`src/rtl/rsp_pkg.sv`:
```
// ----------------------------------------------------------------------------
// rsp_pkg
// Shared types and constants of the run-length sprite palette decoder.
// ----------------------------------------------------------------------------
package rsp_pkg;

    localparam logic [1:0] CMD_LOAD  = 2'd0;
    localparam logic [1:0] CMD_START = 2'd1;
    localparam logic [1:0] CMD_DATA  = 2'd2;

    localparam logic [7:0] CTRL_END_LINE = 8'h80;
    localparam logic [7:0] ALPHA_OPAQUE  = 8'hFF;

    localparam int S_TDATA_W = 56;
    localparam int M_TDATA_W = 56;

    typedef enum logic [2:0] {
        MODE_IDLE    = 3'b001,
        MODE_CONTROL = 3'b010,
        MODE_OPAQUE  = 3'b100
    } mode_t;

    typedef struct packed {
        logic        kind;
        logic [11:0] pixel_x;
        logic [9:0]  pixel_y;
        logic        clipped;
        logic        in_range;
    } result_t;

endpackage

```
`src/rtl/rsp_out_stage.sv`:
```
// ----------------------------------------------------------------------------
// rsp_out_stage
// Output register that assembles the colour word and holds it under stall.
// ----------------------------------------------------------------------------
module rsp_out_stage (
    input  logic                               clk,
    input  logic                               rst_n,
    input  logic                               res_valid,
    output logic                               res_ready,
    input  rsp_pkg::result_t                   res,
    input  logic [23:0]                        pal_data,
    output logic                               out_valid,
    input  logic                               out_ready,
    output logic [rsp_pkg::M_TDATA_W-1:0]      out_data,
    output logic                               out_user
);

    logic                              valid_reg, valid_next;
    logic [rsp_pkg::M_TDATA_W-1:0]     data_reg, data_next;
    logic                              user_reg;
    logic [23:0]                       rgb;
    logic [31:0]                       word;

    assign res_ready = !valid_reg || out_ready;

    always_comb
    begin
        rgb  = res.in_range ? pal_data : 24'd0;
        word = res.kind ? 32'd0 : {rgb[7:0], rgb[15:8], rgb[23:16], rsp_pkg::ALPHA_OPAQUE};
        data_next = {1'b0, res.clipped, word, res.pixel_y, res.pixel_x};
        if (res_valid && res_ready)
        begin
            valid_next = 1'b1;
        end
        else if (out_ready)
        begin
            valid_next = 1'b0;
        end
        else
        begin
            valid_next = valid_reg;
        end
    end

    always_ff @(posedge clk or negedge rst_n)
    begin
        if (!rst_n)
        begin
            valid_reg <= 1'b0;
        end
        else
        begin
            valid_reg <= valid_next;
        end
    end

    always_ff @(posedge clk)
    begin
        if (res_valid && res_ready)
        begin
            data_reg <= data_next;
            user_reg <= res.kind;
        end
    end

    assign out_valid = valid_reg;
    assign out_data  = data_reg;
    assign out_user  = user_reg;

endmodule

```
`config.mk`:
```
export PLATFORM = sky130hd
export DESIGN_NAME = rsp_out_stage
export DESIGN_NICKNAME = d
export VERILOG_FILES = /design/src/rtl/rsp_pkg.sv /design/src/rtl/rsp_out_stage.sv
export SDC_FILE = /design/constraint.sdc
export NUM_CORES = 1
export LEC_CHECK = 0
export ABC_AREA = 1
export BUFFER_PORTS_ARGS = -buffer_cell sky130_fd_sc_hd__buf_2
export CELL_PAD_IN_SITES_DETAIL_PLACEMENT = 1
export CELL_PAD_IN_SITES_GLOBAL_PLACEMENT = 1
export CORE_AREA = 2 2 80 75
export CTS_CLUSTER_SIZE = 40
export DETAILED_ROUTE_END_ITERATION = 6
export DIE_AREA = 0 0 82 77
export PLACE_DENSITY = 0.78
export SETUP_SLACK_MARGIN = 0.05
export SYNTH_ARGS = -nofsm -noshare
export SYNTH_HDL_FRONTEND = slang
export SYNTH_SLANG_ARGS = --single-unit
```
`constraint.sdc`:
```
create_clock -name clk -period 8.1 [get_ports clk]
set_clock_uncertainty 0.15 [all_clocks]
set_input_delay 1.62 -clock clk [delete_from_list [all_inputs] [get_ports clk]]
set_output_delay 1.62 -clock clk [all_outputs]
set_load 0.005 [all_outputs]
```
Word level (Yosys, flattened, before mapping)
Index checks and enable logic that the tools add are counted.
{"block": "totals", "word_cells": 13, "ff_bits": 57}
{"block": "op_classes", "n_reduce_logical": 5, "bitwise_logic": 1, "muxes": 3}
{"cell": "$mux 8", "count": 1}
{"cell": "$mux 1", "count": 2}
{"cell": "$reduce_bool 2->1", "count": 1}
{"cell": "$reduce_or 2->1", "count": 1}
{"cell": "$logic_and 1x1->1", "count": 1}
{"cell": "$logic_not 1->1", "count": 1}
{"cell": "$logic_or 1x1->1", "count": 1}
{"cell": "$not 1->1", "count": 1}

Longest topological paths before layout
{"block": "logic_depth", "ltp_word": 4, "mapped_depth": 4}

Least setup slack after synthesis
Ideal clock, no wire load.
{"block": "synth_timing", "path_type": "input to register", "start": "in res_valid", "end": "reg data_reg, in the netlist out_data[0], enable pin", "path_buffers": 0, "path_slack_ns": 3.426, "cell_stages": 2, "setup_time_ns": 0.472, "arrival_ns": 4.052, "path_cell_list": "inv_1 a21oi_1"}
{"block": "synth_between", "elab_chain_cells": 1}
{"item": "from (decl)", "line_no": "rsp_out_stage.sv:8", "source": "input logic res_valid,"}
{"item": "$logic_and 1x1->1", "line_no": "rsp_out_stage.sv:59", "source": "if (res_valid && res_ready)"}
{"item": "to (signal assigned)", "line_no": "rsp_out_stage.sv:61", "source": "data_reg <= data_next;"}
{"item": "to (decl)", "line_no": "rsp_out_stage.sv:19", "source": "logic [rsp_pkg::M_TDATA_W-1:0] data_reg, data_next;"}
Every way passes these cells.
A chain may end at the register's enable or synchronous reset.

Final worst setup path
{"block": "layout_timing", "start": "in out_ready", "end": "out res_ready"}
{"block": "layout_between", "elab_chain_cells": 1}
{"item": "from (decl)", "line_no": "rsp_out_stage.sv:13", "source": "input logic out_ready,"}
{"item": "$logic_or 1x1->1", "line_no": "rsp_out_stage.sv:24", "source": "assign res_ready = !valid_reg || out_ready;"}
{"item": "to (decl)", "line_no": "rsp_out_stage.sv:9", "source": "output logic res_ready,"}
Every way passes these cells.

==> flow_summary.toml <==
[power]
p_clk_share_pct = 32.7
seqPwrFrac_pct = 58.2
switching_share_pct = 20.7
power.switching_uw = 108
internal_power_uw = 415
fin_total_pwr_uw = 523
power.density_nw_per_um2 = 206
ir_drop_v = 0.0000793
p_leak_uw = 0.00119
comb_power_share_pct = 9.1

[timing]
fmax_mhz = 264
setup_tns_ps = 0
finalCritPeriodShare_pct = 46.8
hold_violations = 0
slew_headroom_pct = 61.7
rsz0062_at_grt = "false"
min_period_ps = 3790
slew_violations = 0
tightest_slew_ps = 574
finalSetupViolCount = 0

[hold_path]
worstHoldPathCells = 2
hold-path-endpoint = "out_valid$_DFFE_PN0P_"
hp-start = "out_valid$_DFFE_PN0P_"
worstHoldPathType = "register to register"

[clocking]
cts_made_buffers = 5
ctsHoldBuffers = 0
clock_latency_ps = 290
htree_levels = 2
cts_resized = 0
cts-root-buf = "clkbuf_8"
cts_tree = "done"
clkSinkCount = 50
cts.clk_slew.worst_paths_ps = 90
clockBufferDepth = 2
cts_setup_buffers = 0

[synthesis]
yosysUniqueCellTypes = 13
synth-main-ff-cell = "edfxtp_1"
syn-cell-area_um2 = 1860
synth_most_common_cell = "edfxtp_1"
synthTopCellsByArea = "edfxtp_1 79%, nor2_2 6.1%, inv_1 5.3%"
synth_largest_area_cell = "edfxtp_1"
synthArstFlopShare_pct = 2.00
netlist_top_cells_count = "49 x edfxtp_1, 26 x inv_1, 18 x nor2_2"
syn_area_per_cell_um2 = 16.0
syn_inst = 116
synth_warnings = 0
synth_edf_count = 49
yosysTopAreaCellShare_pct = 79.2
ys_ff_latch = 50
syn_nets = 169
ys_seq_area_share_pct = 80.5

[floorplanning]
io_pins = 112
core_um2 = 5470
fp.dieH_um = 77
die_area_um2 = 6310
die_w_um = 82
initial_core_util_pct = 34.0
core.rowCount = 26

[setup_path]
reg2reg_to = "out_data[11]$_DFFE_PP_"
crit_type = "input port to output port"
crit_required_ps = 6330
r2r_slack_ps = 6190
cp_slowest_stage_delay_ps = 130
critPathArrivalTime_ps = 2020
critPathSlowestCell = "buf_2"
start_kind = "input port"
cp_common_cell = "buf_2"
r2r-start = "out_valid$_DFFE_PN0P_"
crit_fanout = 2
reg2regPathDepth = 2
cp-end-kind = "output port"
path_cells = "buf_2 > inv_1 > nand2_1 > buf_2"

[drt]
drt-initial-drc-count = 37
drc_errors = 0
ant_nets = 0
wl_per_cell_um = 13.7
firstDrtPassIters = 3
routed_wl_um = 4030
vias = 1215
drt-vias-per-instance = 4.12

[cells_and_area]
nets = 277
post-route-util_pct = 46.5
drive_gt1_share_pct = 62.7
num_antenna_cells = 0
fin_area_um2 = 2540
area_delta_synth_final_pct = 36.8

[global_routing]
grt_usage_pct = 13.3
antenna_found_initial = 0
overflow = 0
grt_pass1_wl_um = 6300
grt_max_degree = 33
grt_pass1_vias = 1263

[placed_design]
dpl-instance-area_um2 = 2430
gp_congestion = 0.663
port_buffers = 110
hpwl_um = 3270

[run_status]
status = "finished, final reports clean"

[flow_run]
maxCapViolations = 0
==> sequential cells by signal, summed over array words and instances (netlist names) <==
register	count
out_user	1
out_valid	1
out_data	48
==> cells by family after synthesis <==
family                 count (synthesis)  synth area share, %
other                                  1                0.202
AND/OR/NAND/NOR                       27                 9.09
buffers and inverters                 37                 9.90
flip-flops                            50                 80.5
AO/OA/AOI/OAI                          1                0.269
==> layout by cell type, fill, tap and decap left out <==
cell          n
nand2_1       2
clkbuf_8      5
nand2_4       1
edfxtp_1     49
inv_1        26
clkinvlp_4    1
nor2_1        4
nor2_2       18
buf_2       110
clkbuf_1      1
inv_2         1
bufinv_16     1
dfrtp_1       1
conb_1        1
nor2_4        2
buf_4         1
a21oi_4       1
==> worst max-delay path by stage <==
stage	startpoint	endpoint	slack [ps]	depth (start not counted)
floorplan	res_valid	out_data[0]$_DFFE_PP_	3430	2
global placement	out_ready	res_ready	4330	4
detailed placement	out_ready	res_ready	4310	4
CTS	out_ready	res_ready	4310	4
global route	out_ready	res_ready	4260	4
finish	out_ready	res_ready	4310	4
==> worst max-delay path: cells and delay by family <==
kind / cells / cell delay, ps
buf+inv: 3 / 320
simple gates: 1 / 70
==> power groups by stage <==
stage	combinational, µW	clock, µW	sequential, µW
2_1_floorplan	17.9	0	313
3_3_place_gp	47.4	0	309
3_5_place_dp	49.4	0	311
4_1_cts	49.5	175	305
5_1_grt	54.5	185	306
6_report	47.8	171	304
==> through the flow <==
step	instances	setup slack (ps)	hold WS [ps]
6_report	295	4310	436
5_1_grt	295	4260	498
4_1_cts	295	4310	443
3_5_place_dp	287	4310	418
3_3_place_gp	287	4330	411
2_1_floorplan	116	3430	378
==> routing by layer <==
layer / share of wire, % / GRT usage (%) / vias to the layer above
met1: 37 / 14.0 / 566
met4: 0.67 / 3.00 / 0
met2: 52 / 24.8 / 71
li1: - / - / 574
met3: 11 / 4.71 / 4
met5: 0 / 0 / -
==> layout make-up <==
class	count	area, µm²
Timing Repair Buffer	111	558
Multi-Input combinational cell	29	189
Inverter	27	101
Clock buffer	6	72.6
Tap cell	70	87.6
Sequential cell	50	1500
Fill cell	626	2920
Clock inverter	2	37.5
Power figures use the tool's default switching activity.
