<file path="src/rtl/rsp_pkg.sv">
// ----------------------------------------------------------------------------
// rsp_pkg
// Shared types and constants of the run-length sprite palette decoder.
// ----------------------------------------------------------------------------
package rsp_pkg;

    localparam logic [1:0] CMD_LOAD  = 2'd0;
    localparam logic [1:0] CMD_START = 2'd1;
    localparam logic [1:0] CMD_DATA  = 2'd2;

    localparam logic [7:0] CTRL_END_LINE = 8'h80;
    localparam logic [7:0] ALPHA_OPAQUE  = 8'hFF;

    localparam int S_TDATA_W = 56;
    localparam int M_TDATA_W = 56;

    typedef enum logic [2:0] {
        MODE_IDLE    = 3'b001,
        MODE_CONTROL = 3'b010,
        MODE_OPAQUE  = 3'b100
    } mode_t;

    typedef struct packed {
        logic        kind;
        logic [11:0] pixel_x;
        logic [9:0]  pixel_y;
        logic        clipped;
        logic        in_range;
    } result_t;

endpackage

</file>
<file path="src/rtl/rsp_decoder.sv">
// ----------------------------------------------------------------------------
// rsp_decoder
// Command decode, run-length state and the first result register.
// ----------------------------------------------------------------------------
module rsp_decoder #(
    parameter int PALETTE_ENTRIES  = 256,
    parameter int TEXTURE_WIDTH    = 4096,
    parameter int MAX_FRAME_HEIGHT = 1024
) (
    input  logic                clk,
    input  logic                rst_n,
    input  logic                in_valid,
    output logic                in_ready,
    input  logic [1:0]          command,
    input  logic [7:0]          data_byte,
    input  logic [10:0]         frame_height,
    input  logic [11:0]         origin_column,
    output logic                accept,
    output logic                pal_we,
    input  logic                res_ready,
    output logic                res_valid,
    output rsp_pkg::result_t    res
);

    localparam int CW    = $clog2(TEXTURE_WIDTH + 1);
    localparam int SUM_W = ((CW > 12) ? CW : 12) + 1;
    localparam int RW    = $clog2(MAX_FRAME_HEIGHT);
    localparam int HW    = ((RW + 1) > 11) ? (RW + 1) : 11;
    localparam int YW    = (RW > 10) ? RW : 10;
    localparam logic [SUM_W-1:0] TW_S  = SUM_W'(TEXTURE_WIDTH);
    localparam logic [SUM_W-1:0] TW_M1 = SUM_W'(TEXTURE_WIDTH - 1);
    localparam logic [HW-1:0]    MFH_H = HW'(MAX_FRAME_HEIGHT);

    rsp_pkg::mode_t    mode_reg, mode_next;
    logic [6:0]        remain_reg, remain_next;
    logic [CW-1:0]     column_reg, column_next;
    logic [CW-1:0]     origin_reg, origin_next;
    logic [RW-1:0]     row_reg, row_next;
    logic              res_valid_reg, res_valid_next;
    rsp_pkg::result_t  res_reg, res_next;

    logic              in_range;
    logic [SUM_W-1:0]  origin_ext, origin_clamp;
    logic [SUM_W-1:0]  col_sum, col_clamp;
    logic [6:0]        col_step;
    logic [HW-1:0]     height_h;
    logic              clip;
    logic [SUM_W-1:0]  x_full;
    logic [YW-1:0]     y_ext;
    logic              produce;

    assign in_ready = !res_valid_reg || res_ready;
    assign accept   = in_valid && in_ready;
    assign in_range = {1'b0, data_byte} < 9'(PALETTE_ENTRIES);
    assign pal_we   = accept && (command == rsp_pkg::CMD_LOAD) && in_range;

    always_comb
    begin
        origin_ext   = SUM_W'(origin_column);
        origin_clamp = (origin_ext > TW_S) ? TW_S : origin_ext;
        col_step     = (mode_reg == rsp_pkg::MODE_OPAQUE) ? 7'd1 : data_byte[6:0];
        col_sum      = SUM_W'(column_reg) + SUM_W'(col_step);
        col_clamp    = (col_sum > TW_S) ? TW_S : col_sum;
        height_h     = (frame_height == 11'd0) ? HW'(1) : HW'(frame_height);
        if (height_h > MFH_H)
        begin
            height_h = MFH_H;
        end
        clip   = SUM_W'(column_reg) >= TW_S;
        x_full = clip ? TW_M1 : SUM_W'(column_reg);
        y_ext  = YW'(row_reg);
    end

    always_comb
    begin
        mode_next      = mode_reg;
        remain_next    = remain_reg;
        column_next    = column_reg;
        origin_next    = origin_reg;
        row_next       = row_reg;
        produce        = 1'b0;
        res_next       = '0;
        if (accept && (command == rsp_pkg::CMD_START))
        begin
            origin_next = origin_clamp[CW-1:0];
            column_next = origin_clamp[CW-1:0];
            row_next    = RW'(height_h - HW'(1));
            remain_next = '0;
            mode_next   = rsp_pkg::MODE_CONTROL;
        end
        else if (accept && (command == rsp_pkg::CMD_DATA))
        begin
            case (mode_reg)
                rsp_pkg::MODE_CONTROL:
                begin
                    if (data_byte == rsp_pkg::CTRL_END_LINE)
                    begin
                        if (row_reg == '0)
                        begin
                            mode_next     = rsp_pkg::MODE_IDLE;
                            produce       = 1'b1;
                            res_next.kind = 1'b1;
                        end
                        else
                        begin
                            row_next    = row_reg - RW'(1);
                            column_next = origin_reg;
                        end
                    end
                    else if (data_byte[7])
                    begin
                        column_next = col_clamp[CW-1:0];
                    end
                    else if (data_byte != 8'd0)
                    begin
                        remain_next = data_byte[6:0];
                        mode_next   = rsp_pkg::MODE_OPAQUE;
                    end
                end
                rsp_pkg::MODE_OPAQUE:
                begin
                    produce           = 1'b1;
                    res_next.pixel_x  = x_full[11:0];
                    res_next.pixel_y  = y_ext[9:0];
                    res_next.clipped  = clip;
                    res_next.in_range = in_range;
                    column_next       = col_clamp[CW-1:0];
                    remain_next       = remain_reg - 7'd1;
                    if (remain_reg == 7'd1)
                    begin
                        mode_next = rsp_pkg::MODE_CONTROL;
                    end
                end
                default:
                begin
                    mode_next = mode_reg;
                end
            endcase
        end
    end

    always_comb
    begin
        if (accept)
        begin
            res_valid_next = produce;
        end
        else if (res_ready)
        begin
            res_valid_next = 1'b0;
        end
        else
        begin
            res_valid_next = res_valid_reg;
        end
    end

    always_ff @(posedge clk or negedge rst_n)
    begin
        if (!rst_n)
        begin
            mode_reg      <= rsp_pkg::MODE_IDLE;
            remain_reg    <= '0;
            column_reg    <= '0;
            origin_reg    <= '0;
            row_reg       <= '0;
            res_valid_reg <= 1'b0;
        end
        else
        begin
            mode_reg      <= mode_next;
            remain_reg    <= remain_next;
            column_reg    <= column_next;
            origin_reg    <= origin_next;
            row_reg       <= row_next;
            res_valid_reg <= res_valid_next;
        end
    end

    always_ff @(posedge clk)
    begin
        if (accept)
        begin
            res_reg <= res_next;
        end
    end

    assign res_valid = res_valid_reg;
    assign res       = res_reg;

endmodule

</file>
<file path="config.mk">
export PLATFORM = sky130hd
export DESIGN_NAME = rsp_decoder
export DESIGN_NICKNAME = d
export VERILOG_FILES = /design/src/rtl/rsp_pkg.sv /design/src/rtl/rsp_decoder.sv
export SDC_FILE = /design/constraint.sdc
export NUM_CORES = 1
export LEC_CHECK = 0
export BUFFER_PORTS_ARGS = -buffer_cell sky130_fd_sc_hd__buf_2
export CAP_MARGIN = 5
export CORE_MARGIN = 5
export CORE_UTILIZATION = 40
export CTS_BUF_LIST = sky130_fd_sc_hd__clkbuf_4 sky130_fd_sc_hd__clkbuf_8 sky130_fd_sc_hd__clkbuf_16
export DETAILED_ROUTE_END_ITERATION = 8
export GPL_TIMING_DRIVEN = 0
export HOLD_SLACK_MARGIN = 0.03
export MAX_ROUTING_LAYER = met4
export PLACE_DENSITY = 0.64
export SKIP_LAST_GASP = 1
export SYNTH_ARGS = -nofsm -noshare
export SYNTH_HDL_FRONTEND = slang
export SYNTH_SLANG_ARGS = --single-unit
</file>
<file path="constraint.sdc">
create_clock -name clk -period 5.3 [get_ports clk]
set_input_delay 1.325 -clock clk [delete_from_list [all_inputs] [get_ports clk]]
set_output_delay 1.325 -clock clk [all_outputs]
set_load 0.03 [all_outputs]
</file>
---- Word level (Yosys, flattened, before mapping) ----
Index checks and enable logic that the tools add are counted.
word-level totals
  flip-flop bits (word level) ............. 71
  word-level logic and storage cells ...... 97
  bits of input ports ..................... 37
  output and inout bits ................... 29
cells by class
  magnitude comparators ................... 3
  bitwise operators ....................... 3
  reductions and logical operators ........ 22
  equality and inequality tests ........... 16
  multiplexer cells ....................... 38
  $add $sub $neg .......................... 4
operators by type and width
  operator               number
  $mux 13                6
  $mux 10                6
  $mux 7                 6
  $pmux 13 s2            1
  $mux 3                 7
  $ne 4x4->1 const B     5
  $sub 10x1->10 const B  2
  $add 13x7->14          1
  $gt 14x13->1 const B   1
  $pmux 7 s2             1
  $ge 13x13->1 const B   1
  $mux 12                1
  $gt 11x11->1 const B   1
  $logic_not 11->1       1
  $mux 11                1
  $logic_not 10->1       1
  $ne 3x3->1 const B     3
  $eq 8x8->1 const B     1
  $reduce_and 4->1       2
  $reduce_bool 2->1      4
  $reduce_bool 8->1      1
  $eq 7x1->1 const B     1
  $mux 1                 7
  $sub 7x1->7 const B    1
  18 further kinds       24

---- Depth between registers and ports, before layout ----
  depth in word-level cells ............... 10
  depth in mapped cells ................... 14
  depth with buffers taken out ............ 12

---- Worst setup path after synthesis ----
No wires, ideal clock.
  path type ............................... in2out
  start ................................... input res_ready
  end ..................................... output accept
  arrival time ............................ 2.936 ns
  slack ................................... 1.039 ns
  path buffers ............................ 1
  required time ........................... 3.975 ns
  stages on the path ...................... 3
  path through ............................ nor2b_1 buf_6 nor2_1
between the ends
  word-level cells in the longest chain between the ends .. 2
RTL lines
  element             line               RTL
  start: declaration  rsp_decoder.sv:20  input logic res_ready,
  $logic_or 1x1->1    rsp_decoder.sv:52  assign in_ready = !res_valid_reg || res_ready;
  $logic_and 1x1->1   rsp_decoder.sv:53  assign accept = in_valid && in_ready;
  end: declaration    rsp_decoder.sv:18  output logic accept,
No other way between the ends.

---- Worst setup path in the final report ----
  start ................................... input command[1]
  end ..................................... register row_reg[6]
between the ends
  word-level cells in the longest chain between the ends .. 4
  elaborated cells between the ends (all ways) .. 10
  those cells by class .................... eq/ne (3); mux (1); reduce/logical (6)
RTL lines
  element                                                    line                                  RTL
  start: declaration                                         rsp_decoder.sv:14                     input logic [1:0] command,
  $eq 2x1->1 or $eq 2x2->1 (tied branches)                   rsp_decoder.sv:83, rsp_decoder.sv:91
  $logic_and 1x1->1, on equally long branches                rsp_decoder.sv:83, rsp_decoder.sv:91
  $ne 2x2->1 (no line) or $reduce_bool 2->1 (tied branches)  n/a
  $reduce_and 4->1 (no line)                                 n/a
  end signal: assignment                                     rsp_decoder.sv:175                    row_reg <= row_next;
  end: declaration                                           rsp_decoder.sv:38                     logic [RW-1:0] row_reg, row_next;
Several ways; a longest one is shown, not always the timed one.
A chain may end at the register's enable or synchronous reset.

==> qor.yml <==
wirelength_um: 11920
rsz0062_at_grt: "no"
skew_ns: 0.01518
htreeDepth: 3
finalHoldViolations: 0
dp_hpwl_um: 9019
cts_tree: "done"
viasPerCell: 5.653
synth_edf_count: 25
worstPathMaxFanout: 10
grt-ovfl-total: 0
synthCells: 483
synth_most_common_cell: "nand2_1"
dieArea_sq_um: 12770
cts_buffers: 9
ys_warn_count: 0
largest_reg_flops: 25
portBuffers: 65
clockBufferDepth: 2
wl_per_cell_um: 17.00
rows: 37
vdd_drop_max_uv: 196.5
drt-pass1-iter-count: 5
clkSlewWorstSetupHoldPaths_ns: 0.08
yosys-top-cells-count: "nand2_1, nor2_1, dfrtp_1, a21oi_1, edfxtp_1"
place_ws_ns: 0.7597
min_period_over_period_pct: 79.05
ys.flop_type: "dfrtp_1"
post_cts_buffers: 0
drt-initial-drc-count: 357
cts_hold_buf: 0
synth-seq-cells: 71
worstMarginPinSlew_ns: 1.099
seq_area_frac_synth_pct: 44.83
die_h_um: 113.0
grt_start_max_net_pins: 47
path_class: "in -> reg"
ioPinCount: 66
fin_nets: 608
startpoint_type: "input port"
avgSynthCellArea_sq_um: 8.789
layout_setup_ws_ns: 1.110
clock_sinks: 71
hp-start: "origin_reg[1]"
antenna_found_initial: 0
arrival_ns: 4.40
power_density_nw_per_um2: 478.0
root_buffer: "clkbuf_8"
async_reset_ff_share_pct: 64.79
clock_latency_ns: 0.35
initial_core_util_pct: 41.12
maxSlewViolCount: 0
drive_gt1_share_pct: 17.88
fill_cells: 1033
place_congestion: 0.9636
setup-tns-final_ns: 0
yosys.area.top_type: "dfrtp_1"
ys_types: 66
reg2regPathDepth: 14
synth_top_cell_area_share_pct: 26.53
area_growth_pct: 16.21
cts-resized-gates: 0
hold_path_depth: 2
worst_ep_required_time_ns: 5.51
vias: 3963
dieWidth_um: 113.0
synth.area.top_cells: "dfrtp_1, edfxtp_1, nand2_1"
min_path_type: "reg -> reg"
diodes: 0
slew_headroom_pct: 26.71
finalSetupViolCount: 0
p_leak_uw: 0.002158
synth_fp_nets: 531
core_area_sq_um: 10320
status: "finished, final reports clean"
drc: 0
fmax_mhz: 238.7
worstReg2RegEnd: "column_reg[5]"
rr_startpoint: "mode_reg[1]"
critPathCaptureType: "flop"
post-route-min-period_ns: 4.190
grt_usage_pct: 19.32
cap_violations: 0
ant_nets: 0
whs_endpoint: "origin_reg[1]"
grt_first_pass_wirelength_um: 19240
r2r_slack_ns: 1.14
syn_area_sq_um: 4245
grt_pass1_vias: 3804
## worst max-delay path: stages
cell       delay, ns
buf_2           0.12
nand2b_1        0.21
nor3_4          0.45
clkbuf_1        0.54
buf_2           0.38
and3_1          0.21
a21oi_1         0.05
ha_1            0.27
o311ai_1        0.19
a2111oi_0       0.21
a221o_1         0.31
o21ai_1         0.07
a21oi_1         0.05
## kinds of logic (layout without fill, tap and decap cells)
| group | after synthesis | after routing | synth area share, % |
|---|---|---|---|
| simple gates | 221 | 221 | 25.05 |
| compound gates | 122 | 122 | 18.77 |
| flops | 71 | 71 | 44.83 |
| buf+inv | 39 | 121 | 3.772 |
| xor+xnor | 14 | 14 | 2.888 |
| fa+ha+maj | 11 | 11 | 3.419 |
| mux | 5 | 5 | 1.267 |
## power by group
| group | switching (uW) | total (uW) | internal, uW |
|---|---|---|---|
| clock | 208 | 399 | 191 |
| sequential | 117 | 819 | 702 |
| combinational | 720 | 1140 | 421 |
| total | 1040 | 2360 | 1310 |
## area by class of cell
type / instances / area, sq um / area share [%]
plain buffers: 23 / 97.59 / 1.978
clock buffers: 12 / 152.6 / 3.094
clock inverters: 4 / 22.52 / 0.4565
inverters: 16 / 62.56 / 1.268
multi-input cells: 373 / 2185 / 44.28
flip-flops and latches: 71 / 1903 / 38.57
well taps: 136 / 170.2 / 3.449
repair buffers: 66 / 340.3 / 6.898
## worst max-delay path by stage
stage,slack (ns),end,depth (start not counted),from
final,1.11,row_reg[6],13,command[1]
after detailed placement,0.76,row_reg[6],13,command[1]
after CTS,1.11,row_reg[6],13,command[1]
after floorplan,1.04,accept,3,res_ready
after global placement,0.59,accept,5,res_ready
after global routing,0.88,column_reg[5],14,mode_reg[1]
## through the flow
step                instances  hold WS (ns)  area [sq um]  util [%]  power (uW)
floorplan                 483        0.4408          4245         -        1639
global placement          684        0.4571          4741     45.92        1929
detailed placement        685        0.4624          4758     46.09        1950
CTS                       701        0.4811          4933     47.79        2350
global route              701        0.5030          4933     47.79        2540
finish                    701        0.4774          4933     47.79        2358
## cells in the final DEF, fill, tap and decap left out, drive strengths merged, types with 3 or more instances in the layout
master   count
o211ai       6
a31oi        5
mux2         3
xnor2        7
nor3        10
and3        14
inv         16
a222oi       4
xor2         7
a22o         5
buf         72
and2        11
o2111ai      3
clkbuf      29
a21o         4
nand4        3
nand3       20
o22ai        9
nand2b       5
o21ai       24
nand2       70
a2111oi      3
a211oi       3
nor4         8
edfxtp      25
clkinv       3
ha          10
nor2        64
dfrtp       45
or3b         3
a21oi       38
## layer usage
layer	up-vias	GRT usage, %	wire (um)
met5	-	-	0
met4	0	7.772	339
met3	27	2.513	806
met2	166	29.19	5285
met1	1866	26.38	5484
li1	1904	-	-
Note: power is estimated with default switching activity, not from simulation.
